$ cat src/hdl/eoa_pkg.sv
`default_nettype none
package eoa_pkg;

  // Channel count and internal state widths
  localparam int NUM_CHANNELS = 3;
  localparam int COUNT_BITS   = 32;
  localparam int DIST_BITS    = 48;

  // Fixed field and register widths
  localparam int GAIN_CH       = 3;
  localparam int GAIN_BITS     = 32;
  localparam int LIMIT_BITS    = 31;
  localparam int CH_BITS       = 2;
  localparam int RAW_BITS      = 32;
  localparam int TOTAL_BITS    = 32;
  localparam int DIST_OUT_BITS = 48;
  localparam int CFG_IDX_BITS  = 3;
  localparam int CFG_DATA_BITS = 32;

  // Derived widths
  localparam int ADDR_W    = (NUM_CHANNELS > 1) ? $clog2(NUM_CHANNELS) : 1;
  localparam int MAG_BITS  = (COUNT_BITS > LIMIT_BITS) ? COUNT_BITS : LIMIT_BITS;
  localparam int PROD_BITS = COUNT_BITS + GAIN_BITS;
  localparam int SUM_BITS  = ((DIST_BITS > PROD_BITS) ? DIST_BITS : PROD_BITS) + 1;

  // Saturation bounds of the distance accumulator, at sum width
  localparam logic signed [SUM_BITS-1:0] SUM_DIST_MAX =
    SUM_BITS'({1'b0, {(DIST_BITS-1){1'b1}}});
  localparam logic signed [SUM_BITS-1:0] SUM_DIST_MIN = ~SUM_DIST_MAX;

  // Register indexes
  localparam logic [CFG_IDX_BITS-1:0] REG_GAIN_FWD_CH0 = 3'd0;
  localparam logic [CFG_IDX_BITS-1:0] REG_GAIN_REV_CH0 = 3'd1;
  localparam logic [CFG_IDX_BITS-1:0] REG_GAIN_FWD_CH1 = 3'd2;
  localparam logic [CFG_IDX_BITS-1:0] REG_GAIN_REV_CH1 = 3'd3;
  localparam logic [CFG_IDX_BITS-1:0] REG_GAIN_FWD_CH2 = 3'd4;
  localparam logic [CFG_IDX_BITS-1:0] REG_GAIN_REV_CH2 = 3'd5;
  localparam logic [CFG_IDX_BITS-1:0] REG_GLITCH_LIMIT = 3'd6;

  // Request opcodes
  localparam logic OP_SAMPLE = 1'b0;
  localparam logic OP_CLEAR  = 1'b1;

  typedef struct packed {
    logic [GAIN_CH-1:0][GAIN_BITS-1:0] gain_fwd;
    logic [GAIN_CH-1:0][GAIN_BITS-1:0] gain_rev;
    logic [LIMIT_BITS-1:0]             glitch_limit;
  } eoa_cfg_t;

  localparam eoa_cfg_t CFG_RST = '{
    gain_fwd:     {32'sd0, -32'sd21028, -32'sd20906},
    gain_rev:     {32'sd0, -32'sd21012, -32'sd20896},
    glitch_limit: 31'd2000
  };

  typedef struct packed {
    logic                       opcode;
    logic [CH_BITS-1:0]         channel;
    logic signed [RAW_BITS-1:0] raw_count;
  } eoa_item_t;

  // One channel's stored state
  typedef struct packed {
    logic [COUNT_BITS-1:0]       cur;
    logic [COUNT_BITS-1:0]       clr;
    logic [COUNT_BITS-1:0]       tot;
    logic signed [DIST_BITS-1:0] dist_acc;
  } eoa_state_t;

  typedef struct packed {
    logic                            en;
    logic [ADDR_W-1:0]               addr;
    eoa_state_t                      data;
  } eoa_wr_t;

  typedef struct packed {
    logic [CH_BITS-1:0]              out_channel;
    logic                            accepted;
    logic signed [TOTAL_BITS-1:0]    total_counts;
    logic signed [DIST_OUT_BITS-1:0] distance;
  } eoa_result_t;

  function automatic logic ch_in_range(input logic [CH_BITS-1:0] ch);
    return 32'(ch) < NUM_CHANNELS;
  endfunction

  // Channels without gain registers get zero gain
  function automatic logic signed [GAIN_BITS-1:0] gain_sel(input eoa_cfg_t cfg,
                                                           input logic [CH_BITS-1:0] ch,
                                                           input logic rev);
    logic signed [GAIN_BITS-1:0] g;
    g = '0;
    for (int i = 0; i < GAIN_CH; i++) begin
      if (32'(ch) == i) begin
        g = rev ? cfg.gain_rev[i] : cfg.gain_fwd[i];
      end
    end
    return g;
  endfunction

endpackage
`default_nettype wire

$ cat src/hdl/eoa_cfg_regs.sv
`default_nettype none
module eoa_cfg_regs (
  input  wire logic                               clk,
  input  wire logic                               rst_n,
  input  wire logic                               cfg_we,
  input  wire logic [eoa_pkg::CFG_IDX_BITS-1:0]   cfg_index,
  input  wire logic [eoa_pkg::CFG_DATA_BITS-1:0]  cfg_wdata,
  output eoa_pkg::eoa_cfg_t                       cfg
);
  import eoa_pkg::*;

  eoa_cfg_t cfg_r, cfg_nxt;

  // Register write decode; unknown indexes are dropped
  always_comb begin
    cfg_nxt = cfg_r;
    if (cfg_we) begin
      case (cfg_index)
        REG_GAIN_FWD_CH0: cfg_nxt.gain_fwd[0]  = cfg_wdata[GAIN_BITS-1:0];
        REG_GAIN_REV_CH0: cfg_nxt.gain_rev[0]  = cfg_wdata[GAIN_BITS-1:0];
        REG_GAIN_FWD_CH1: cfg_nxt.gain_fwd[1]  = cfg_wdata[GAIN_BITS-1:0];
        REG_GAIN_REV_CH1: cfg_nxt.gain_rev[1]  = cfg_wdata[GAIN_BITS-1:0];
        REG_GAIN_FWD_CH2: cfg_nxt.gain_fwd[2]  = cfg_wdata[GAIN_BITS-1:0];
        REG_GAIN_REV_CH2: cfg_nxt.gain_rev[2]  = cfg_wdata[GAIN_BITS-1:0];
        REG_GLITCH_LIMIT: cfg_nxt.glitch_limit = cfg_wdata[LIMIT_BITS-1:0];
        default: ;
      endcase
    end
  end

  always_ff @(posedge clk) begin
    if (!rst_n) begin
      cfg_r <= CFG_RST;
    end else begin
      cfg_r <= cfg_nxt;
    end
  end

  assign cfg = cfg_r;

endmodule
`default_nettype wire

$ cat config.mk
export PLATFORM = sky130hd
export DESIGN_NAME = eoa_cfg_regs
export DESIGN_NICKNAME = d
export VERILOG_FILES = /design/src/hdl/eoa_pkg.sv /design/src/hdl/eoa_cfg_regs.sv
export SDC_FILE = /design/constraint.sdc
export NUM_CORES = 1
export LEC_CHECK = 0
export CAP_MARGIN = 0
export CELL_PAD_IN_SITES_DETAIL_PLACEMENT = 1
export CELL_PAD_IN_SITES_GLOBAL_PLACEMENT = 1
export CORE_ASPECT_RATIO = 0.5
export CORE_MARGIN = 5
export CORE_UTILIZATION = 51
export CTS_CLUSTER_DIAMETER = 50
export DETAILED_ROUTE_END_ITERATION = 6
export DONT_BUFFER_PORTS = 1
export PLACE_DENSITY_LB_ADDON = 0.2
export SKIP_CTS_REPAIR_TIMING = 1
export SLEW_MARGIN = 20
export SYNTH_ARGS = -nofsm -noshare
export SYNTH_HDL_FRONTEND = slang
export SYNTH_SLANG_ARGS = --single-unit
$ cat constraint.sdc
create_clock -name clk -period 2.9 [get_ports clk]
set_input_delay 0.145 -clock clk [delete_from_list [all_inputs] [get_ports clk]]
set_output_delay 0.145 -clock clk [all_outputs]
set_load 0.03 [all_outputs]
======== After elaboration in Yosys (flattened, before gate mapping) ========
Cells that the tools add are included.
cells by class
  eq/ne operators ......................... 6
  reduce and logical (&&, ||, !) cells .... 8
operators with widths
  cell                number
  $reduce_and 2->1    7
  $eq 3x3->1 const B  3
  $eq 3x2->1 const B  2
  $eq 3x1->1 const B  1
  $logic_not 3->1     1
word-level totals
  register bits ........................... 223
  bits of input ports ..................... 38
  output and inout bits ................... 223
  logic and storage cells ................. 21

======== Longest topological paths before layout ========
  depth in word-level cells ............... 2
  mapped depth ............................ 5
  mapped depth without buffers ............ 2

======== Least setup slack after synthesis ========
OpenSTA, ideal clock, no wires.
  path type ............................... input port to flip-flop
  start point ............................. input cfg_index[0] in the netlist's numbering
  end point ............................... register cfg_r, in the netlist cfg[148]
  library setup time ...................... 127 ps
  data arrival time ....................... 1182 ps
  data required time ...................... 2773 ps
  slack ................................... 1591 ps
  stages on the path ...................... 5
  cell sequence ........................... buf_2 or4b_4 buf_6 buf_6 mux2i_1
between the ends
  longest elaborated chain between the ends .. 2
RTL lines
  item                               RTL line            source
  start: declaration                 eoa_cfg_regs.sv:6   input wire logic [eoa_pkg::CFG_IDX_BITS-1:0] cfg_index,
  $logic_not 3->1                    eoa_cfg_regs.sv:18  case (cfg_index)
  $reduce_and 2->1 (no source line)  n/a
  end signal: assignment             eoa_cfg_regs.sv:35  cfg_r <= cfg_nxt;
  end: declaration                   eoa_cfg_regs.sv:12  eoa_cfg_t cfg_r, cfg_nxt;
No other way between the ends.
A chain may end at the register's enable or synchronous reset.

==> results.md <==
- The run finished with clean final reports.
- Counting I/O delays and the setup requirement, the final critical path takes 2040 ps.
- The number of warnings reported in the yosys synthesis log is 0.
- The critical path goes through nand2_1, dlygate4sd3_1, mux2i_1, dlygate4sd3_1.
- The start of the worst register-to-register path is cfg[25]$_SDFFE_PN0P_.
- Overall power consumption after layout is estimated at 6.49 mW.
- The synthesized netlist devotes 0% of its cell area to adder and majority cells.
- The congestion estimate from routability-driven global placement came to 0.729.
- The leakage component of the power is 4.49 nW.
- The fraction of synthesized cell area taken by the top area cell type is 52.7%.
- The tree is rooted in a clkbuf_16.
- STA puts the critical path data arrival time at 2460 ps.
- Clock tree synthesis found a total of 223 sinks.
- For met2 alone, demand over resource in global routing was 41.8%.
- The tightest slew margin relative to the limit is 38.3%.
- The number of cells after detailed placement is 973.
- Measured along the x axis, the die boundary spans 192 um.
- Wires add up to 26.7 mm.
- The CTS tree is yes.
- The critical path contains buffers and inverters numbering 2 combined.
- The total CTS buffers is 20.
- The maximum clock rate is 0.491 GHz.
- The synthesized netlist devotes 17.6% of its cell area to simple gates.
- Across the whole layout, storage elements account for 4460 um^2.
- The share of cell area taken by muxes after synthesis is 26.3%.
- After routing, the total negative slack on setup checks comes to 0 ps.
- In the final routed layout, each cell accounts on average for 24.6 um.
- The instance area at placement is 8580 um^2.
- The final number of max-transition violations is 0.
- In the final layout, the multi-input gates occupy 3780 um^2.
- The buffer depth of the longest clock path is 3.
- Max-cap violations in this run came to 0.
- The delay contributed by the slowest stage of the critical path is 590 ps.
- The analysis attributes to net switching a power of 1.57 mW.
- The number of endpoints failing setup at the final stage is 0.
- The finished cells cover 10100 um^2.
- A synthesized cell averages 10.6 um^2.
- The overall die area is 19500 um^2.
- Of all flip-flops after synthesis, the portion carrying an async set or reset was 0%.
- In this run, the number of DRC markers left after iteration 0 of detailed routing was 227.
- Once detail routing completed, the nets flagged for antenna violations numbered 0.
- After filler insertion, the fill cell instance count of the layout stands at 1693.
- The cell taking the most area after synthesis is dfxtp_1.
- The utilization after layout is 61.5%.
- At the later pin of the worst-skew pair, clock insertion delay measures 490 ps.
- The most common flop cell mapped by yosys is dfxtp_1.
- Counting every net in the synthesized netlist gives 837.
- The count of different cell masters after synthesis is 13.
- The part of the total power dissipated in the clock network is 43.2%.
- The H-tree level count is 1.
- The number of cells on the worst reg-to-reg path is 4.
- The commonest cells after synthesis are dfxtp_1, mux2i_1, nand2_1, nor2b_1, clkbuf_1.
- Across the VDD grid, the largest voltage drop is 0.413 mV.
- Port buffering added 0 buffers.
- In this run, the combinational gates consume 5.6% of the power.
- The slew of the pin with the lowest slew margin is 923 ps.
- The capturing point of the worst reg2reg path is cfg[25]$_SDFFE_PN0P_.
- The worst hold path class is in -> reg.
- On the critical path, the stage with the largest delay is an instance of dlygate4sd3_1.
- The most frequent cell on the critical path is dlygate4sd3_1.
- The final clock period utilization by the worst path is 70.3%.
- The total iterations of the first detailed-routing run is 4.
- The first global-routing pass estimated 34.7 mm of wire.
- Summing the areas of all compound-gate instances in the mapped netlist gives 0% of the synthesized area.
- The critical path is of the reg -> reg type.
- The count of boundary I/O pins is 261.
- The worst setup path is launched from a flip-flop.
- Of the total power, the share spent switching nets is 24.1%.
- The number of enable flip-flop cells after synthesis is 0.
- Sequential cells were found to cover 52.7% of the synthesized design area.
- Setup repair after global routing left no endpoint under its margin.
- Global routing finished with a remaining overflow of 0.
- By area the synthesized netlist is led by dfxtp_1, mux2i_1, nor2b_1, nand2_1, clkbuf_1.
- For this run, design rule violations remaining after detail routing come to 0.
- The number of global-route vias before repair is 5938.
- From synthesis to final layout, the design area changed by 18.6%.
- Summing over every cut layer, the via total after detailed routing is 5887.
- The initial antenna violation count is 1.
- The logic depth of the worst path, buffers included is 4.
- Cells with a size suffix above 1 make up 5.25% of the layout.
- The initialized floorplan defines 33 standard-cell rows.
- The met1 routing resource usage after global routing is 23.8%.
- The number of hold violations in the final report was 0.
- The routing layer with the top usage in global route is met2.
- Global routing used 11.8% of the available met3 tracks.
- The core region is 16400 um^2.
- Entering global routing, the biggest net connects 285 pins.
- The via-per-instance ratio is 5.43.
- The number of antenna diodes in the final layout is 0.
- The worst setup path is captured at a flip-flop.
- The count of placed standard cells in the final layout, fillers left out is 1084.
- The detailed placer's ending HPWL is 15.9 mm.
- Of all nets on the critical path, the largest fanout is 2.
- In this run the vertical extent of the chip is 101 um.
- After synthesis, the largest family of logic cells by area is multiplexers.
- In the global route stage, overall resource usage came out at 22.8%.
- In this run, flip-flops and latches consume 51.2% of the power.
- The clock edge transition at the registers on the reported setup and hold paths is 70 ps.
- In this run the worst setup path terminates at cfg[25]$_SDFFE_PN0P_.
- The start point of the critical path is cfg[25]$_SDFFE_PN0P_.
- The mapped netlist covers 8480 um^2.
- For the final database, setup skew stands at 0 ps.
- The setup slack of the worst register-to-register path is 860 ps.
- The number of nets in the layout is 882.
- The total power per unit cell area is 645 nW/um^2.
- Data on the critical path is required at its endpoint by 3320 ps.
- The flip-flop count of the largest register, all copies and words added is 223.
- The gate count after technology mapping is 799.
- For this configuration, the core starts out at a cell density of 51.9%.
- Broken down by cell family, the worst path's largest delay share belongs to buffers and inverters.
- The internal power summed over all cells is 4.92 mW.
- After synthesis the netlist holds a flip-flop and latch count of 223.
- Of the total synthesized cell area, the portion taken by XOR and XNOR cells is 0%.
cell families after synthesis:
| group | count (synthesis) |
|---|---|
| muxes | 223 |
| and+or+nand+nor | 293 |
| DFF | 223 |
| buffers and inverters | 60 |
layout make-up:
cell class	instances	area share, %
sequential	223	44.4
multi-input combinational	516	37.6
tap	227	2.83
timing repair buffer	83	8.36
clock buffer	30	6.06
clock inverter	5	0.747
cells in the final DEF (no fill, tap or decap):
cell           synthesis  final
nor4b_2                0      1
clkbuf_16              0     21
nor4bb_4               0      2
buf_12                 0      1
dfxtp_1              223    223
bufinv_16              0      2
or4b_4                 1      1
clkbuf_8               0      5
buf_16                 0      1
clkinv_2               0      3
nand2_1              149    149
nand4bb_4              0      1
clkbuf_1              32      4
buf_4                  3      7
nand4bb_1              2      1
mux2i_1              223    223
dlygate4sd3_1          0     74
nor2b_1              135    135
nand4b_1               3      3
worst min path at each step:
stage / start / to / slack (ps) / depth (start not counted)
5_1_grt: rst_n / cfg[87]$_SDFFE_PN1P_ / 1 / 2
4_1_cts: cfg_wdata[31] / cfg[126]$_SDFFE_PN0P_ / -180 / 2
3_3_place_gp: cfg_wdata[10] / cfg[201]$_SDFFE_PN0P_ / 310 / 2
2_1_floorplan: cfg_wdata[6] / cfg[101]$_SDFFE_PN0P_ / 310 / 2
3_5_place_dp: cfg_wdata[31] / cfg[126]$_SDFFE_PN0P_ / 330 / 2
6_report: rst_n / cfg[163]$_SDFFE_PN1P_ / 4 / 2
worst reg2reg max path, delay by kind of cell, from the launching register on:
kind,cells,cell delay [ps]
flops,1,520
simple gates,1,110
buf+inv,2,1180
mux,1,170
power groups by stage:
stage	Clock, mW	Combinational (mW)	Sequential [mW]
floorplan	0	0.236	3.37
global placement	0	0.230	3.39
detailed placement	0	0.238	3.39
CTS	2.83	0.240	3.32
global route	2.99	0.390	3.33
finish	2.80	0.362	3.32
metrics by stage:
step,hold slack [ps],setup slack [ps]
6_report,4.23,861
5_1_grt,1.37,779
4_1_cts,-182,1680
3_5_place_dp,327,1440
3_3_place_gp,315,1500
2_1_floorplan,307,1590
metal layers:
layer | vias to the layer above | wire length [um] | share of wire [%]
li1 | 2721 | - | -
met1 | 2952 | 10000 | 38
met2 | 178 | 13300 | 50
met3 | 36 | 2880 | 11
met4 | 0 | 517 | 1.9
met5 | - | 0 | 0
Power figures use the tool's default switching activity.
