### src/hdl/eoa_pkg.sv
`default_nettype none
package eoa_pkg;

  // Channel count and internal state widths
  localparam int NUM_CHANNELS = 3;
  localparam int COUNT_BITS   = 32;
  localparam int DIST_BITS    = 48;

  // Fixed field and register widths
  localparam int GAIN_CH       = 3;
  localparam int GAIN_BITS     = 32;
  localparam int LIMIT_BITS    = 31;
  localparam int CH_BITS       = 2;
  localparam int RAW_BITS      = 32;
  localparam int TOTAL_BITS    = 32;
  localparam int DIST_OUT_BITS = 48;
  localparam int CFG_IDX_BITS  = 3;
  localparam int CFG_DATA_BITS = 32;

  // Derived widths
  localparam int ADDR_W    = (NUM_CHANNELS > 1) ? $clog2(NUM_CHANNELS) : 1;
  localparam int MAG_BITS  = (COUNT_BITS > LIMIT_BITS) ? COUNT_BITS : LIMIT_BITS;
  localparam int PROD_BITS = COUNT_BITS + GAIN_BITS;
  localparam int SUM_BITS  = ((DIST_BITS > PROD_BITS) ? DIST_BITS : PROD_BITS) + 1;

  // Saturation bounds of the distance accumulator, at sum width
  localparam logic signed [SUM_BITS-1:0] SUM_DIST_MAX =
    SUM_BITS'({1'b0, {(DIST_BITS-1){1'b1}}});
  localparam logic signed [SUM_BITS-1:0] SUM_DIST_MIN = ~SUM_DIST_MAX;

  // Register indexes
  localparam logic [CFG_IDX_BITS-1:0] REG_GAIN_FWD_CH0 = 3'd0;
  localparam logic [CFG_IDX_BITS-1:0] REG_GAIN_REV_CH0 = 3'd1;
  localparam logic [CFG_IDX_BITS-1:0] REG_GAIN_FWD_CH1 = 3'd2;
  localparam logic [CFG_IDX_BITS-1:0] REG_GAIN_REV_CH1 = 3'd3;
  localparam logic [CFG_IDX_BITS-1:0] REG_GAIN_FWD_CH2 = 3'd4;
  localparam logic [CFG_IDX_BITS-1:0] REG_GAIN_REV_CH2 = 3'd5;
  localparam logic [CFG_IDX_BITS-1:0] REG_GLITCH_LIMIT = 3'd6;

  // Request opcodes
  localparam logic OP_SAMPLE = 1'b0;
  localparam logic OP_CLEAR  = 1'b1;

  typedef struct packed {
    logic [GAIN_CH-1:0][GAIN_BITS-1:0] gain_fwd;
    logic [GAIN_CH-1:0][GAIN_BITS-1:0] gain_rev;
    logic [LIMIT_BITS-1:0]             glitch_limit;
  } eoa_cfg_t;

  localparam eoa_cfg_t CFG_RST = '{
    gain_fwd:     {32'sd0, -32'sd21028, -32'sd20906},
    gain_rev:     {32'sd0, -32'sd21012, -32'sd20896},
    glitch_limit: 31'd2000
  };

  typedef struct packed {
    logic                       opcode;
    logic [CH_BITS-1:0]         channel;
    logic signed [RAW_BITS-1:0] raw_count;
  } eoa_item_t;

  // One channel's stored state
  typedef struct packed {
    logic [COUNT_BITS-1:0]       cur;
    logic [COUNT_BITS-1:0]       clr;
    logic [COUNT_BITS-1:0]       tot;
    logic signed [DIST_BITS-1:0] dist_acc;
  } eoa_state_t;

  typedef struct packed {
    logic                            en;
    logic [ADDR_W-1:0]               addr;
    eoa_state_t                      data;
  } eoa_wr_t;

  typedef struct packed {
    logic [CH_BITS-1:0]              out_channel;
    logic                            accepted;
    logic signed [TOTAL_BITS-1:0]    total_counts;
    logic signed [DIST_OUT_BITS-1:0] distance;
  } eoa_result_t;

  function automatic logic ch_in_range(input logic [CH_BITS-1:0] ch);
    return 32'(ch) < NUM_CHANNELS;
  endfunction

  // Channels without gain registers get zero gain
  function automatic logic signed [GAIN_BITS-1:0] gain_sel(input eoa_cfg_t cfg,
                                                           input logic [CH_BITS-1:0] ch,
                                                           input logic rev);
    logic signed [GAIN_BITS-1:0] g;
    g = '0;
    for (int i = 0; i < GAIN_CH; i++) begin
      if (32'(ch) == i) begin
        g = rev ? cfg.gain_rev[i] : cfg.gain_fwd[i];
      end
    end
    return g;
  endfunction

endpackage
`default_nettype wire

### src/hdl/eoa_state_ram.sv
`default_nettype none
module eoa_state_ram (
  input  wire logic                        clk,
  input  wire logic                        rst_n,
  input  wire logic                        rd_en,
  input  wire logic [eoa_pkg::ADDR_W-1:0]  rd_addr,
  output eoa_pkg::eoa_state_t              rd_data,
  input  wire eoa_pkg::eoa_wr_t            wr
);
  import eoa_pkg::*;

  eoa_state_t              mem [NUM_CHANNELS];
  eoa_state_t              rd_q_r;
  logic [NUM_CHANNELS-1:0] vld_r;
  logic                    rd_vld_r;

  // Storage; a read at the written address returns the old entry
  always_ff @(posedge clk) begin
    if (wr.en) begin
      mem[wr.addr] <= wr.data;
    end
    if (rd_en) begin
      rd_q_r <= mem[rd_addr];
    end
  end

  // Entry valid bits: an unwritten entry reads as zero state
  always_ff @(posedge clk) begin
    if (!rst_n) begin
      vld_r    <= '0;
      rd_vld_r <= 1'b0;
    end else begin
      if (wr.en) begin
        vld_r[wr.addr] <= 1'b1;
      end
      if (rd_en) begin
        rd_vld_r <= vld_r[rd_addr];
      end
    end
  end

  assign rd_data = rd_vld_r ? rd_q_r : '0;

endmodule
`default_nettype wire

### config.mk
export PLATFORM = sky130hd
export DESIGN_NAME = eoa_state_ram
export DESIGN_NICKNAME = d
export VERILOG_FILES = /design/src/hdl/eoa_pkg.sv /design/src/hdl/eoa_state_ram.sv
export SDC_FILE = /design/constraint.sdc
export NUM_CORES = 1
export LEC_CHECK = 0
export CAP_MARGIN = 10
export CORE_UTILIZATION = 25
export DETAILED_ROUTE_END_ITERATION = 7
export DONT_BUFFER_PORTS = 1
export GPL_ROUTABILITY_DRIVEN = 0
export SLEW_MARGIN = 40
export SYNTH_ARGS = -nofsm -noshare
export SYNTH_HDL_FRONTEND = slang
export SYNTH_SLANG_ARGS = --single-unit
### constraint.sdc
create_clock -name clk -period 17 [get_ports clk]
set_input_delay 1.7 -clock clk [delete_from_list [all_inputs] [get_ports clk]]
set_output_delay 1.7 -clock clk [all_outputs]
set_load 0.02 [all_outputs]
* Word level (Yosys, flattened, before mapping)
Memory sizes are Yosys's and may differ from the RTL's. A register that Yosys moved wholly into a read port is not among the register bits.
Index checks and enable logic that the tools add are counted.
** Operators by class
- $lt $le $gt $ge :: 3
- Muxes and demuxes :: 7
- Bitwise operators :: 1
- Reductions and logical operators :: 1
** Operators by type and width (number)
- $mux W144 :: 1
- $lt A2 B3 Y1 const B :: 2
- $mux W1 :: 4
- $or A3 B3 Y3 :: 1
- $bmux W1 S2 :: 1
- $demux W1 S2 :: 1
- $ge A2 B1 Y1 const B :: 1
- $logic_and A1 B1 Y1 :: 1
** Storage, ports and cells
- Bits in registers :: 4
- RAM bits :: 432
- Word-level logic and storage cells :: 15
- Memories :: 1
** Memories
- mem :: words 3, bits a word 144, rd ports 1, clocked after Yosys merged registers in 1, write ports 1, RTL line eoa_state_ram.sv:12 : eoa_state_t mem [NUM_CHANNELS];

* Longest topological paths before layout
Gate-level depths: netlist (run 1).
- Word-level depth :: 5
- Gate-level depth with buffers :: 5
- Depth with buffers taken out :: 3

* Least setup slack after synthesis (run 1)
OpenSTA, ideal clock, no wires.
- Kind :: in2reg
- Start point :: input port wr[145] (netlist name)
- End point :: memory mem[0][0] (netlist name), enable pin
- Setup time :: 859 ps
- Arrival :: 12204 ps
- Data required time :: 16141 ps
- Slack :: 3937 ps
- Cell stages on the path :: 1
- Path buffers :: 0
- Path through :: nor3b_1
** RTL lines
- from (decl) :: RTL line eoa_state_ram.sv:8 : input wire eoa_pkg::eoa_wr_t wr
- to (decl) :: RTL line eoa_state_ram.sv:12
Straight into the memory's write port.

==> results of run 1 <==
cells in the mapped netlist (all sizes together):
| cell | instances | area share |
|---|---|---|
| nand3 | 1 | 0.00023 |
| o21a | 3 | 0.0010 |
| o21ai | 144 | 0.033 |
| nand2 | 145 | 0.025 |
| nand3b | 1 | 0.00035 |
| clkbuf | 33 | 0.0061 |
| and3b | 1 | 0.00041 |
| and2 | 144 | 0.042 |
| nor2 | 1 | 0.00017 |
| buf | 31 | 0.018 |
| mux2i | 145 | 0.067 |
| nand2b | 1 | 0.00041 |
| nor3b | 1 | 0.00035 |
| dfxtp | 4 | 0.0037 |
| edfxtp | 576 | 0.80 |
| o2111a | 1 | 0.00052 |
flip-flops by register name (all words and copies together), names as in the netlist:
register  flops
rd_q_r      144
mem         432
rd_vld_r      1
vld_r         3
kinds of logic (layout without fill, tap and decap cells):
group                  Yosys count  count (layout)
AOI/OAI and AO/OA              148             148
buffers and inverters           64             128
DFF                            580             580
muxes                          145             145
and+or+nand+nor                295             295
metal layers:
layer	global-route usage	part of all wire
met5	0	0.00094
met4	0.03387	0.024
met3	0.04647	0.10
met2	0.1587	0.48
met1	0.1097	0.39
power by group through the flow:
stage	Sequential, mW	Clock, mW	Combinational [mW]
final	1.68	1.38	0.103
after global routing	1.69	1.48	0.115
after CTS	1.69	1.43	0.106
after detailed placement	1.72	0	0.106
after global placement	1.71	0	0.0996
after floorplan	1.71	0	0.107
per-stage QoR:
| step | hold slack, ns | util |
|---|---|---|
| final | 0.4674 | 0.2907 |
| after detailed placement | 0.4559 | 0.2659 |
| after floorplan | 0.4400 | - |
| after global placement | 0.4463 | 0.2644 |
| after global routing | 0.4917 | 0.2907 |
| after CTS | 0.4710 | 0.2907 |
worst reg2reg max path: stages, from the launching register on:
cell      delay (ns)
edfxtp_1        0.36
mux2i_1         0.14
o21ai_1         0.14
worst max-delay path by stage:
stage / startpoint / endpoint / slack, ns
4_1_cts: rd_vld_r$_SDFFE_PN0P_ / rd_data[106] / 12.83
3_5_place_dp: rd_vld_r$_SDFFE_PN0P_ / rd_data[106] / 13.50
3_3_place_gp: wr[145] / mem[1][123]$_DFFE_PP_ / 13.16
2_1_floorplan: wr[145] / mem[0][0]$_DFFE_PP_ / 3.94
5_1_grt: rd_vld_r$_SDFFE_PN0P_ / rd_data[114] / 12.97
6_report: rd_vld_r$_SDFFE_PN0P_ / rd_data[108] / 13.20
cell type report:
type                       count  area share
clock buffer                  81     0.07220
clock inverter                37     0.01290
multi-input combinational    588      0.1493
sequential                   580      0.6999
tap                         1144     0.05764
timing repair buffer          10    0.008061
==> impl_metrics.toml, run 1 <==
[outcome]
status = "finished, final reports clean"

[floorplanning]
placementRows = 107
die_w_um = 295.9
pin_count = 296
start_util = 0.2528
die_y_um = 295.9
core_area_um2 = 85410
dieArea_um2 = 87540

[sta]
finalHoldViolations = 0
fin_skew_ns = 0.02363
finalCriticalPeriod_ns = 3.803
setup_tns_ns = 0
slew_violations = 0
rsz0062_at_grt = "false"
worstMarginPinSlew_ns = 0.7489
setup_viol = 0
max-slew-margin-rel = 0.5008
fmax_ghz = 0.2629
layout_setup_ws_ns = 13.20
finalCritPeriodShare = 0.2237

[placed_design]
dp_hpwl_um = 24200
placed_cell_area_um2 = 22710
port_buffers = 0
dpl_worst_slack_ns = 13.50
place_inst = 2322

[routing]
antenna_left = 0
drc = 0
drtPass1Iterations = 4
drt_iter0_drc = 539
avgViaCountPerCell = 4.052
wirelength_um = 43490
dr_total_vias = 9886
routedWlPerCell_um = 17.82

[pwr]
peakVddDrop_uv = 89.75
power_frac_clock = 0.435
power_mw = 3.164
p_sw_mw = 0.6600
p_leak_nw = 8.352
power_density_nw_per_um2 = 127.4
p_int_mw = 2.504
switching_share = 0.2086
p_comb_frac = 0.032
seq_power_share = 0.532

[setup_path]
cpMaxStageDelayCell = "buf_6"
r2r_slack_ns = 16.07
crit_type = "reg -> out"
required_ns = 15.30
crit_family = "buffers and inverters"
path_max_fanout = 118
crit_arrival_ns = 2.10
slowest_delay_ns = 0.54
rr_endpoint = "rd_q_r[3]$_DFFE_PP_"
path_depth = 2
path_cells = "buf_6 -> and2_1"
rr_worst_depth = 2
worstReg2RegStart = "mem[0][3]$_DFFE_PP_"
startpoint_type = "register"
path_buf_inv = 1
crit_path_end_kind = "output port"

[final_layout]
layout_common_cells = "edfxtp_1, mux2i_1, nand2_1"
antennaDiodeCount = 0
final_common_cell = "edfxtp_1"
nets = 1399
layout-drive-gt1-share = 0.08410
stdcell_area_um2 = 24830
n_fill_cell = 8423
area_growth_pct = 15.03
fin_cells = 2440
multi_input_area_um2 = 3709
seq_area_um2 = 17380

[yosys]
synth_warnings = 0
synth_xor_area_frac = 0
synth_seq_area_share = 0.8049
synth_compound_area_frac = 0.03495
avgSynthCellArea_um2 = 17.52
synth_top_family_by_area = "simple AND/OR/NAND/NOR gates"
synthMuxAreaShare = 0.06723
synth_area_um2 = 21590
netlist_instances = 1232
synth_adder_area_share = 0
synthSimpleGateAreaFrac = 0.06885
yosysUniqueCellTypes = 21
ys_ff_latch = 580
syn_nets = 1384

[clocking]
clk_path_buf_depth = 3
clock-sinks = 580
clk_pin_slew_ns = 0.06
post_cts_buffers = 0
h-tree-depth = 3
cts.repair.resized = 0
cts_root_buffer = "clkbuf_16"
cts_tree = "built"
clock_latency_ns = 0.59
cts_hold_buffers = 0
numCtsBuffers = 67

[global_routing]
antenna_found_initial = 4
grt_start_max_net_pins = 291
grt_util_all_layers = 0.09689
grt_pass1_wl_um = 62920
overflow = 0
grt_pass1_vias = 10100

[worst_hold_path]
whs_endpoint = "vld_r[1]$_SDFFE_PN0P_"
min_from = "vld_r[1]$_SDFFE_PN0P_"
whs_path_depth = 1
hold_path_class = "reg -> reg"

[flow_run]
drv_cap = 0
No activity file was read; power rests on OpenSTA's default activity.
==> run 2: changes to the inputs <==
==> constraint.sdc (replaced) <==
create_clock -name clk -period 3.85 [get_ports clk]
set_input_delay 0.385 -clock clk [delete_from_list [all_inputs] [get_ports clk]]
set_output_delay 0.385 -clock clk [all_outputs]
set_load 0.02 [all_outputs]
==> run 2 against run 1 <==
Against the previous run:
- highest routed layer unchanged
- sequential power rose to 4.4 times the previous value
- die area did not move
- via count increased by 6.9%
- largest cell class unchanged
==> impl_metrics.toml, run 2 (same netlist as run 1, synthesis figures left out) <==
[outcome]
status = "finished, final reports clean"

[final_layout]
reg.largest.list = "mem x432, rd_q_r x144, vld_r x3"
area_growth_pct = 22.35
nets = 1547
largest-register = "mem"
largest_reg_flops = 432
layout-drive-gt1-share = 0.08282
layout_common_cells = "edfxtp_1, dlygate4sd3_1, mux2i_1, nand2_1, and2_1"
final_common_cell = "edfxtp_1"
final_core_util = 0.3092
stdcell_area_um2 = 26410

[global_routing]
grt_pass1_wl_um = 65030
grt_start_max_net_pins = 272
grt_util_all_layers = 0.09982
antenna_found_initial = 7
overflow = 0
grt_pass1_vias = 10740

[pwr]
p_leak_nw = 9.040
power_density_nw_per_um2 = 549.2
power_mw = 14.51
peakVddDrop_uv = 338.9

[setup_path]
slowest_delay_ns = 0.75
crit_path_end_kind = "output port"
crit_type = "reg -> out"
path_cells = "buf_12 -> and2_1"
required_ns = 3.46
cpMaxStageDelayCell = "dfxtp_4"
path_max_fanout = 81
startpoint_type = "register"
crit_arrival_ns = 2.06

[sta]
rsz0062_at_grt = "false"
finalCritPeriodShare = 0.6341
slew_violations = 0
fmax_ghz = 0.4096
finalHoldViolations = 0
setup_viol = 0
finalCriticalPeriod_ns = 2.441
worstMarginPinSlew_ns = 0.7383
max-slew-margin-rel = 0.5078
fin_skew_ns = 0.02341

[clocking]
cts_tree = "built"
clk_path_buf_depth = 3
clock-sinks = 580
cts_root_buffer = "clkbuf_16"
clk_pin_slew_ns = 0.06
h-tree-depth = 3
clock_latency_ns = 0.60
numCtsBuffers = 68
cts.repair.resized = 0

[worst_hold_path]
hold_path_class = "in -> reg"

[routing]
routedWlPerCell_um = 17.33
dr_total_vias = 10570
drtPass1Iterations = 5
wirelength_um = 44990
antenna_left = 0
avgViaCountPerCell = 4.070
drt_iter0_drc = 609
drc = 0

[floorplanning]
die_w_um = 295.9
start_util = 0.2528
dieArea_um2 = 87540
core_area_um2 = 85410
die_y_um = 295.9
placementRows = 107
pin_count = 296

[placed_design]
dp_hpwl_um = 23810
port_buffers = 0
placed_cell_area_um2 = 22640

[flow_run]
drv_cap = 0
==> run 2: cell count changes in the layout (fill, tap and decap cells not counted), moves of 3 or more <==
cell,delta
clkinvlp_4,-3
diode_2,+3
clkinv_4,+3
clkinv_2,+4
clkbuf_1,-3
dlygate4sd3_1,+146
bufinv_16,+3
==> run 2: critical path, delay by kind of cell (launching register included) <==
family	cells	cell delay, ns
buf+inv	1	0.32
flops	1	0.75
simple gates	1	0.31
==> run 2: power by group <==
group | switching [mW] | total [mW] | internal, mW
Combinational | 0.389 | 0.656 | 0.267
Sequential | 0.111 | 7.45 | 7.34
Clock | 2.62 | 6.40 | 3.78
==> run 2: path summary, 6_finish.rpt <==
| path | from | to | slack (ns) | cells past startpoint |
|---|---|---|---|---|
| worst max-delay path | rd_vld_r$_SDFFE_PN0P_ | rd_data[64] | 1.41 | 2 |
| worst min register to register | vld_r[0]$_SDFFE_PN0P_ | vld_r[0]$_SDFFE_PN0P_ | 0.47 | 1 |
| worst max register to register | rd_vld_r$_SDFFE_PN0P_ | rd_vld_r$_SDFFE_PN0P_ | 2.74 | 1 |
| worst min-delay path | rd_addr[1] | rd_q_r[60]$_DFFE_PP_ | 0.05 | 1 |
==> run 2: cell type report <==
class                           count  area (um^2)
Timing Repair Buffer              157         1635
Clock inverter                     46        462.9
Antenna cell                        3        7.507
Fill cell                        8298        59000
Clock buffer                       78         1782
Sequential cell                   580        17380
Tap cell                         1144         1431
Multi-Input combinational cell    588         3715
==> run 2: through the flow <==
stage | setup WS (ns) | instances | TNS, ns | hold WS [ns]
6_report | 1.409 | 2596 | 0 | 0.04539
5_1_grt | 1.250 | 2595 | 0 | 0.005447
4_1_cts | 1.340 | 2592 | 0 | 0.0008581
3_5_place_dp | 2.008 | 2320 | 0 | 0.4489
3_3_place_gp | 1.946 | 2319 | 0 | 0.4332
2_1_floorplan | -0.6568 | 1232 | -95.17 | 0.4270
==> run 2: timing repair <==
| item | in CTS | in global routing |
|---|---|---|
| hold buffers | 148 | 0 |
| buffers inserted | 0 | 0 |
| hold endpoints to repair | 591 | 0 |
==> run 2: layer usage <==
layer  share of wire  global-route usage  vias to the layer above
met4           0.024             0.03715                       10
met1            0.42              0.1241                     5229
met2            0.48              0.1622                      301
met5          0.0016                   0                        -
met3           0.074             0.03103                       87
li1                -                   -                     4939
