File: src/hdl/eoa_pkg.sv
`default_nettype none
package eoa_pkg;

  // Channel count and internal state widths
  localparam int NUM_CHANNELS = 3;
  localparam int COUNT_BITS   = 32;
  localparam int DIST_BITS    = 48;

  // Fixed field and register widths
  localparam int GAIN_CH       = 3;
  localparam int GAIN_BITS     = 32;
  localparam int LIMIT_BITS    = 31;
  localparam int CH_BITS       = 2;
  localparam int RAW_BITS      = 32;
  localparam int TOTAL_BITS    = 32;
  localparam int DIST_OUT_BITS = 48;
  localparam int CFG_IDX_BITS  = 3;
  localparam int CFG_DATA_BITS = 32;

  // Derived widths
  localparam int ADDR_W    = (NUM_CHANNELS > 1) ? $clog2(NUM_CHANNELS) : 1;
  localparam int MAG_BITS  = (COUNT_BITS > LIMIT_BITS) ? COUNT_BITS : LIMIT_BITS;
  localparam int PROD_BITS = COUNT_BITS + GAIN_BITS;
  localparam int SUM_BITS  = ((DIST_BITS > PROD_BITS) ? DIST_BITS : PROD_BITS) + 1;

  // Saturation bounds of the distance accumulator, at sum width
  localparam logic signed [SUM_BITS-1:0] SUM_DIST_MAX =
    SUM_BITS'({1'b0, {(DIST_BITS-1){1'b1}}});
  localparam logic signed [SUM_BITS-1:0] SUM_DIST_MIN = ~SUM_DIST_MAX;

  // Register indexes
  localparam logic [CFG_IDX_BITS-1:0] REG_GAIN_FWD_CH0 = 3'd0;
  localparam logic [CFG_IDX_BITS-1:0] REG_GAIN_REV_CH0 = 3'd1;
  localparam logic [CFG_IDX_BITS-1:0] REG_GAIN_FWD_CH1 = 3'd2;
  localparam logic [CFG_IDX_BITS-1:0] REG_GAIN_REV_CH1 = 3'd3;
  localparam logic [CFG_IDX_BITS-1:0] REG_GAIN_FWD_CH2 = 3'd4;
  localparam logic [CFG_IDX_BITS-1:0] REG_GAIN_REV_CH2 = 3'd5;
  localparam logic [CFG_IDX_BITS-1:0] REG_GLITCH_LIMIT = 3'd6;

  // Request opcodes
  localparam logic OP_SAMPLE = 1'b0;
  localparam logic OP_CLEAR  = 1'b1;

  typedef struct packed {
    logic [GAIN_CH-1:0][GAIN_BITS-1:0] gain_fwd;
    logic [GAIN_CH-1:0][GAIN_BITS-1:0] gain_rev;
    logic [LIMIT_BITS-1:0]             glitch_limit;
  } eoa_cfg_t;

  localparam eoa_cfg_t CFG_RST = '{
    gain_fwd:     {32'sd0, -32'sd21028, -32'sd20906},
    gain_rev:     {32'sd0, -32'sd21012, -32'sd20896},
    glitch_limit: 31'd2000
  };

  typedef struct packed {
    logic                       opcode;
    logic [CH_BITS-1:0]         channel;
    logic signed [RAW_BITS-1:0] raw_count;
  } eoa_item_t;

  // One channel's stored state
  typedef struct packed {
    logic [COUNT_BITS-1:0]       cur;
    logic [COUNT_BITS-1:0]       clr;
    logic [COUNT_BITS-1:0]       tot;
    logic signed [DIST_BITS-1:0] dist_acc;
  } eoa_state_t;

  typedef struct packed {
    logic                            en;
    logic [ADDR_W-1:0]               addr;
    eoa_state_t                      data;
  } eoa_wr_t;

  typedef struct packed {
    logic [CH_BITS-1:0]              out_channel;
    logic                            accepted;
    logic signed [TOTAL_BITS-1:0]    total_counts;
    logic signed [DIST_OUT_BITS-1:0] distance;
  } eoa_result_t;

  function automatic logic ch_in_range(input logic [CH_BITS-1:0] ch);
    return 32'(ch) < NUM_CHANNELS;
  endfunction

  // Channels without gain registers get zero gain
  function automatic logic signed [GAIN_BITS-1:0] gain_sel(input eoa_cfg_t cfg,
                                                           input logic [CH_BITS-1:0] ch,
                                                           input logic rev);
    logic signed [GAIN_BITS-1:0] g;
    g = '0;
    for (int i = 0; i < GAIN_CH; i++) begin
      if (32'(ch) == i) begin
        g = rev ? cfg.gain_rev[i] : cfg.gain_fwd[i];
      end
    end
    return g;
  endfunction

endpackage
`default_nettype wire

File: src/hdl/eoa_datapath.sv
`default_nettype none
module eoa_datapath (
  input  wire logic                        clk,
  input  wire logic                        rst_n,
  input  wire logic                        adv,
  input  wire logic                        in_acc,
  input  wire eoa_pkg::eoa_item_t          in_item,
  input  wire eoa_pkg::eoa_cfg_t           cfg,
  output logic                             rd_en,
  output logic [eoa_pkg::ADDR_W-1:0]       rd_addr,
  input  wire eoa_pkg::eoa_state_t         rd_data,
  output eoa_pkg::eoa_wr_t                 wr,
  output logic                             res_valid,
  output eoa_pkg::eoa_result_t             res
);
  import eoa_pkg::*;

  // Stage 1: request plus state read
  logic       s1_valid_r;
  eoa_item_t  s1_item_r;

  // Stage 2: updated counts, base distance, product
  logic                        s2_valid_r;
  logic                        s2_inrng_r;
  logic                        s2_clear_r;
  logic                        s2_ok_r;
  logic [CH_BITS-1:0]          s2_ch_r;
  logic [ADDR_W-1:0]           s2_addr_r;
  eoa_state_t                  s2_st_r;
  logic signed [PROD_BITS-1:0] s2_prod_r;

  // Copy of the write made at the previous advance
  logic              lw_valid_r;
  logic [ADDR_W-1:0] lw_addr_r;
  eoa_state_t        lw_data_r;

  logic                        s1_inrng;
  logic [ADDR_W-1:0]           s1_addr;
  eoa_state_t                  s1_st;
  eoa_state_t                  s1_new;
  logic [COUNT_BITS-1:0]       s1_now;
  logic [COUNT_BITS-1:0]       s1_diff;
  logic [COUNT_BITS-1:0]       s1_mag_raw;
  logic [MAG_BITS-1:0]         s1_mag;
  logic                        s1_neg;
  logic                        s1_pass;
  logic                        s1_ok;
  logic signed [GAIN_BITS-1:0] s1_gain;
  logic signed [PROD_BITS-1:0] s1_prod;

  logic signed [DIST_BITS-1:0] s2_base;
  logic signed [SUM_BITS-1:0]  s2_sum;
  logic signed [DIST_BITS-1:0] s2_dist;
  eoa_state_t                  s2_wr_data;

  // Memory read issued with the request
  assign rd_en   = in_acc && ch_in_range(in_item.channel);
  assign rd_addr = ADDR_W'(in_item.channel);

  always_ff @(posedge clk) begin
    if (!rst_n) begin
      s1_valid_r <= 1'b0;
    end else if (adv) begin
      s1_valid_r <= in_acc;
    end
  end

  always_ff @(posedge clk) begin
    if (in_acc) begin
      s1_item_r <= in_item;
    end
  end

  // Stage 1: forward in-flight writes, step, glitch check, multiply
  always_comb begin
    s1_inrng = ch_in_range(s1_item_r.channel);
    s1_addr  = ADDR_W'(s1_item_r.channel);
    s1_st    = rd_data;
    // write that landed together with our read
    if (lw_valid_r && lw_addr_r == s1_addr) begin
      s1_st = lw_data_r;
    end
    // write happening now; its distance is picked up in stage 2
    if (s2_valid_r && s2_inrng_r && s2_addr_r == s1_addr) begin
      s1_st.cur = s2_st_r.cur;
      s1_st.clr = s2_st_r.clr;
      s1_st.tot = s2_st_r.tot;
    end
    s1_now     = s1_item_r.raw_count[COUNT_BITS-1:0];
    s1_diff    = s1_now - s1_st.cur;
    s1_neg     = s1_diff[COUNT_BITS-1];
    s1_mag_raw = s1_neg ? (COUNT_BITS'(0) - s1_diff) : s1_diff;
    s1_mag     = MAG_BITS'(s1_mag_raw);
    s1_pass    = s1_mag < MAG_BITS'(cfg.glitch_limit);
    s1_gain    = gain_sel(cfg, s1_item_r.channel, s1_neg);
    s1_prod    = $signed(s1_diff) * s1_gain;
    s1_new     = s1_st;
    s1_ok      = 1'b0;
    if (s1_item_r.opcode == OP_CLEAR) begin
      s1_new.clr = s1_st.cur;
      s1_new.tot = '0;
      s1_ok      = 1'b1;
    end else if (s1_pass) begin
      s1_new.cur = s1_now;
      s1_new.tot = s1_now - s1_st.clr;
      s1_ok      = 1'b1;
    end
  end

  always_ff @(posedge clk) begin
    if (!rst_n) begin
      s2_valid_r <= 1'b0;
    end else if (adv) begin
      s2_valid_r <= s1_valid_r;
    end
  end

  always_ff @(posedge clk) begin
    if (adv) begin
      s2_inrng_r <= s1_inrng;
      s2_clear_r <= (s1_item_r.opcode == OP_CLEAR);
      s2_ok_r    <= s1_ok;
      s2_ch_r    <= s1_item_r.channel;
      s2_addr_r  <= s1_addr;
      s2_st_r    <= s1_new;
      s2_prod_r  <= s1_prod;
    end
  end

  // Stage 2: saturating distance update
  always_comb begin
    s2_base = (lw_valid_r && lw_addr_r == s2_addr_r) ? lw_data_r.dist_acc : s2_st_r.dist_acc;
    s2_sum  = SUM_BITS'(s2_base) + SUM_BITS'(s2_prod_r);
    if (s2_clear_r) begin
      s2_dist = '0;
    end else if (!s2_ok_r) begin
      s2_dist = s2_base;
    end else if (s2_sum > SUM_DIST_MAX) begin
      s2_dist = DIST_BITS'(SUM_DIST_MAX);
    end else if (s2_sum < SUM_DIST_MIN) begin
      s2_dist = DIST_BITS'(SUM_DIST_MIN);
    end else begin
      s2_dist = DIST_BITS'(s2_sum);
    end
    s2_wr_data          = s2_st_r;
    s2_wr_data.dist_acc = s2_dist;
  end

  // Write-back
  assign wr.en   = adv && s2_valid_r && s2_inrng_r;
  assign wr.addr = s2_addr_r;
  assign wr.data = s2_wr_data;

  always_ff @(posedge clk) begin
    if (!rst_n) begin
      lw_valid_r <= 1'b0;
    end else if (adv) begin
      lw_valid_r <= s2_valid_r && s2_inrng_r;
    end
  end

  always_ff @(posedge clk) begin
    if (adv) begin
      lw_addr_r <= s2_addr_r;
      lw_data_r <= s2_wr_data;
    end
  end

  // Result; out-of-range channels report zeros
  assign res_valid        = s2_valid_r;
  assign res.out_channel  = s2_ch_r;
  assign res.accepted     = s2_inrng_r && s2_ok_r;
  assign res.total_counts = s2_inrng_r ? TOTAL_BITS'($signed(s2_st_r.tot)) : '0;
  assign res.distance     = s2_inrng_r ? DIST_OUT_BITS'(s2_dist) : '0;

endmodule
`default_nettype wire

File: config.mk
export PLATFORM = sky130hd
export DESIGN_NAME = eoa_datapath
export DESIGN_NICKNAME = d
export VERILOG_FILES = /design/src/hdl/eoa_pkg.sv /design/src/hdl/eoa_datapath.sv
export SDC_FILE = /design/constraint.sdc
export NUM_CORES = 2
export LEC_CHECK = 0
export ABC_AREA = 1
export BUFFER_PORTS_ARGS = -buffer_cell sky130_fd_sc_hd__buf_2
export CAP_MARGIN = 20
export CORE_MARGIN = 5
export CORE_UTILIZATION = 50
export DETAILED_ROUTE_END_ITERATION = 10
export PLACE_DENSITY = 0.69
export SYNTH_ARGS = -nofsm -noshare
export SYNTH_HDL_FRONTEND = slang
export SYNTH_SLANG_ARGS = --single-unit
File: constraint.sdc
create_clock -name clk -period 25.8 [get_ports clk]
set_input_delay 1.29 -clock clk [delete_from_list [all_inputs] [get_ports clk]]
set_output_delay 1.29 -clock clk [all_outputs]
set_load 0.03 [all_outputs]
# After elaboration in Yosys (flattened, before gate mapping)
# Cells that the tools add are included.
# W data, S select, Z words.
# op_classes
n_lt_le_gt_ge	5
add_sub_neg	4
mux	21
eq_ne	6
mul	1
n_reduce_logical	10
# ops
operator	count
$mux W32	12
$mux W48	6
$mux W144	1
$mux W96	1
$add A48 B64 Y65	1
$gt A65 B48 Y1 const B	1
$lt A65 B48 Y1 const B	1
$mul A32 B32 Y64	1
$sub A32 B32 Y32	2
$lt A32 B31 Y1	1
$sub A1 B32 Y32 const A	1
$logic_and A1 B1 Y1	8
$eq A2 B2 Y1	3
$lt A2 B2 Y1 const B	2
$ne A3 B3 Y1 const B	1
$eq A2 B1 Y1 const B	1
$eq A2 B2 Y1 const B	1
$logic_not A2 Y1	1
$reduce_and A2 Y1	1
$mux W1	1
# word_totals
register_bits	397
word_cells	67
out_inout_bits	234
in_bits	406

# Logic depth before layout (Yosys ltp)
# logic_depth
depth_word	10
depth_mapped	60
depth_no_buf	55

# Worst setup path before layout
# No wires, ideal clock.
# synth_path
path_kind	reg2reg
startpoint	register s2_addr_r[1]
endpoint	register s2_prod_r[58], data pin
arrival_time_ns	10.263
slack_ns	15.272
synth_period_minus_slack_ns	10.528
n_path_buf	8
setup_time_ns	0.265
required_time_ns	25.535
path_stages_with_launch	49
cell_sequence	edfxtp_1 > nand2_1 > nor3b_1 > nand2_1 > clkbuf_1 > buf_1 > nand3_1 > o21ai_0 > ha_1 > clkbuf_1 > a21oi_1 > o21ai_0 > a211oi_1 > o21ai_1 > a21o_1 > nand2_1 > nand2_2 > inv_2 > (+13 left out) > inv_1 > fa_1 > fa_1 > fa_1 > inv_1 > ha_1 > nand2_1 > nor2_1 > nand2_1 > nor4_1 > nand3_1 > nand3_1 > nand2_1 > nand2_1 > a21o_1 > a21boi_0 > o21ai_0 > xor2_1
# synth_between
elab_chain_cells	9
elab_cells_between_ends	11
cone_classes	add/sub (1); mul (1); eq/ne (1); mux (7); reduce/logical (1)
# synth_lines
item	line	rtl
start, declared	eoa_datapath.sv:28	logic [ADDR_W-1:0] s2_addr_r;
start signal, assigned	eoa_datapath.sv:124	s2_addr_r <= s1_addr;
$eq A2 B2 Y1 *	eoa_datapath.sv:84	if (s2_valid_r && s2_inrng_r && s2_addr_r == s1_addr) begin
$logic_and A1 B1 Y1 *	eoa_datapath.sv:84	
$mux W96 *	eoa_datapath.sv:84	
$sub A32 B32 Y32 *	eoa_datapath.sv:90	s1_diff = s1_now - s1_st.cur;
$mux W32	eoa_pkg.sv:95	g = rev ? cfg.gain_rev[i] : cfg.gain_fwd[i];
$mux W32 (3 in a row)	eoa_pkg.sv:94	if (32'(ch) == i) begin
$mul A32 B32 Y64 *	eoa_datapath.sv:96	s1_prod = $signed(s1_diff) * s1_gain;
via s1_prod[58]	eoa_datapath.sv:49	logic signed [PROD_BITS-1:0] s1_prod;
end signal, assigned	eoa_datapath.sv:126	s2_prod_r <= s1_prod;
end, declared	eoa_datapath.sv:30	logic signed [PROD_BITS-1:0] s2_prod_r;
# Mark *: on every way through the listed nets, which the timed path passes. The rest lies on a longest branch. The select of a mux whose other input is x is not followed.
# A chain may end at the register's enable or synchronous reset.

# Final worst setup path
# layout_path
startpoint	register s1_item_r (netlist bit s1_addr[0])
endpoint	register s2_prod_r[36], data pin
# layout_between
elab_chain_cells	10
elab_cells_between_ends	17
cone_classes	add/sub (1); mul (1); eq/ne (4); mux (8); reduce/logical (3)
# layout_lines
item	line	rtl
start, declared	eoa_datapath.sv:20	eoa_item_t s1_item_r;
start signal, assigned	eoa_datapath.sv:70	s1_item_r <= in_item;
$eq A2 B2 Y1	eoa_datapath.sv:80	if (lw_valid_r && lw_addr_r == s1_addr) begin
$logic_and A1 B1 Y1	eoa_datapath.sv:80	
$mux W144	eoa_datapath.sv:80	
$mux W96	eoa_datapath.sv:84	
$sub A32 B32 Y32	eoa_datapath.sv:90	
$mux W32	eoa_pkg.sv:95	
$mux W32 (3 in a row)	eoa_pkg.sv:94	
$mul A32 B32 Y64 *	eoa_datapath.sv:96	
via s1_prod[36]	eoa_datapath.sv:49	
# Marked as above.

==> summary.md <==
| Metric | Value |
|---|---|
| First-pass GRT wire length | `approximately 360000 µm` |
| Dominant cells by area after synthesis | `fa_1 32%, edfxtp_1 18%, nand2_1 11%` |
| Clock Sinks | `~400` |
| Critical-path top delay cell | `inv_1` |
| Post-Syn Nets | `just over 10000` |
| CTS Root Cell | `clkbuf_16` |
| Worst Max-Slew Pin Slew | `roughly 1.1 ns` |
| Die width | `about 380 µm` |
| Startpoint class of the critical path | `flip-flop` |
| Drt drc | `0` |
| RSZ-0062 raised after global routing | `false` |
| Synthesis-stage register bit count | `397` |
| Reg clk slew, reported paths | `0.07 ns` |
| Final wirelength | `243000 µm` |
| CP peak stage delay | `slightly above 0.8 ns` |
| Routed WL per cell | `22.9 µm` |
| Core area | `133000 µm²` |
| Placed insts | `10500` |
| Final nets | `around 11000` |
| Slew margin rel. | `0.246` |
| Synth top area share | `0.325` |
| HP Class | `flip-flop to flip-flop` |
| Ys Warns | `0` |
| I/O pins | `640` |
| Total of max-cap violations | `0` |
| Mapped Avg Cell Area | `7.90 µm²` |
| Post-CTS setup buffers | `0` |
| Port Buffers | `~640` |
| Fin cells | `roughly 11000` |
| Most used cell, CP | `nand2_1` |
| Placer Congestion | `1.03` |
| Slew Limit Fails | `0` |
| Most frequent cells in the layout | `1995 x nand2_1, 1851 x inv_1, 1085 x fa_1` |
| Post_cts resized | `0` |
| Worst EP required | `26.10 ns` |
| CTS Buffer Depth | `3` |
| Seq/Total Area, Yosys | `0.178` |
| Initial antenna violation count | `15` |
| Initial Util | `0.502` |
| Vias | `59100` |
| Global route total overflow | `0` |
| Area Growth Syn to Fin | `8.25%` |
| Critical Path AT | `15.52 ns` |
| Die area | `141000 µm²` |
| Rows | `134` |
| Synth cell types | `60` |
| Async S/R FF share, synth | `0` |
| CP max FO | `73` |
| HPWL Detailed | `196000 µm` |
| Htree depth | `2` |
| Setup violators final | `0` |
| CP endpoint kind | `flip-flop` |
| Primary FF master, synth | `edfxtp_1` |
| Setup Total Neg Slack | `0 ns` |
| Share of cells above drive strength 1 | `0.108` |
| Max Fclk | `65.7 MHz` |
| DRT iter0 DRCs | `6249` |
| Worst Skew | `0.0321 ns` |
| Die Y-Extent | `between 300 and 400 µm` |
| Final hold violation count | `0` |
| Vias in the first global route | `between 60000 and 70000` |
| Post-cts hold buffer count | `0` |
| R2R cell count | `48` |
| Total track usage | `0.340` |
| Post-route clock period utilization | `0.590` |
| CTS tree | `built` |
| Mapped Area | `66900 µm²` |
| Post-synth EDFFs | `394` |
| Minimum clock period | `~15 ns` |
| Routed vias/inst | `5.56` |
| Commonest non-fill, non-tap cell in the layout | `nand2_1` |
| Largest net degree at the start of global routing | `96` |
| Clk_lat worst skew | `0.60 ns` |
| Synthesized instance count | `8462` |
| CTS Buf Count | `43` |
| Status | `finished clean` |
| ANT nets after route | `0` |
| Hold Crit Depth | `0` |
| CP Class | `flip-flop to flip-flop` |
| Yosys top cell by area | `fa_1` |
| Drt pass-1 iters | `7` |
==> final cells by class <==
| type | instances | area (µm²) |
|---|---|---|
| fill | 12700 | 60700 |
| multi-input combinational | 5766 | 45900 |
| sequential | 397 | 11900 |
| inverter | 1881 | 7070 |
| timing repair buffer | 730 | 3940 |
| tap | 1768 | 2210 |
| clock buffer | 47 | 1090 |
| clock inverter | 30 | 323 |
| antenna | 8 | 20.0 |
==> per-layer routing <==
metal / global-route usage / vias to the layer above / routed length, µm / share of wire
met5: 0 / - / 73 / 0.00030
met4: 0.178 / 14 / 16100 / 0.066
met3: 0.0731 / 804 / 26500 / 0.11
met2: 0.537 / 3432 / 108000 / 0.45
met1: 0.443 / 28700 / 91800 / 0.38
li1: - / 26100 / - / -
==> path summary, 6_finish.rpt <==
check,start,end,slack (ns)
worst max register to register,s1_addr[0],s2_prod_r[36],10.58
worst min register to register,wr[102],lw_data_r[102],0.48
worst min-delay path,wr[102],lw_data_r[102],0.48
worst max-delay path,s1_addr[0],s2_prod_r[36],10.58
==> worst max-delay path: cells and delay by family (launching register included) <==
kind,cells,cell delay (ns)
AO/OA/AOI/OAI,14,4.21
adder cells (fa/ha/maj),10,4.35
flip-flops,1,0.54
buffers and inverters,9,3.55
AND/OR/NAND/NOR,15,2.05
==> through the flow <==
| stage | hold WS, ns | setup WS (ns) | util | area [µm²] |
|---|---|---|---|---|
| after floorplan | 0.424 | 15.27 | - | 66900 |
| after global placement | 0.451 | 11.30 | 0.533 | 70900 |
| after detailed placement | 0.456 | 11.01 | 0.533 | 70900 |
| after CTS | 0.481 | 10.95 | 0.543 | 72300 |
| after global routing | 0.492 | 9.68 | 0.544 | 72400 |
| final | 0.481 | 10.58 | 0.544 | 72400 |
==> Yosys cell counts, types with 20 or more instances <==
library cell     n
nand2_1       1997
inv_1         1851
fa_1          1085
nor2_1         817
o21ai_0        450
edfxtp_1       394
ha_1           344
a21oi_1        256
nand3_1        234
clkbuf_1       175
xor2_1         131
buf_4          122
buf_2           95
or2_2           76
xnor2_1         57
o211ai_1        49
nand4_1         38
nor3_1          36
a31oi_1         24
inv_2           22
o21bai_1        20
==> cell families (layout without fill, tap and decap cells) <==
group | Yosys count | in the layout | share of synthesized area
AOI/OAI and AO/OA | 895 | 895 | 0.0745
xor gates and xnor gates | 192 | 192 | 0.0258
adders and majority gates | 1429 | 1429 | 0.389
buffers and inverters | 2299 | 2688 | 0.139
DFF | 397 | 397 | 0.178
other | 0 | 8 | 0
and+or+nand+nor | 3250 | 3250 | 0.194
==> state kept, by name, summed over array words and instances (netlist names) <==
signal	flops
s1_now	32
s2_prod_r	64
wr	96
s2_inrng_r	1
s2_ok_r	1
lw_valid_r	1
s1_valid_r	1
res_valid	1
s2_addr_r	2
lw_data_r	144
s2_clear_r	1
lw_addr_r	2
s1_item_r	1
s2_st_r	48
s1_addr	2
Power is left out: the tool's default activity adds up to more than one toggle a clock period on the data nets, which glitch-free logic cannot reach.
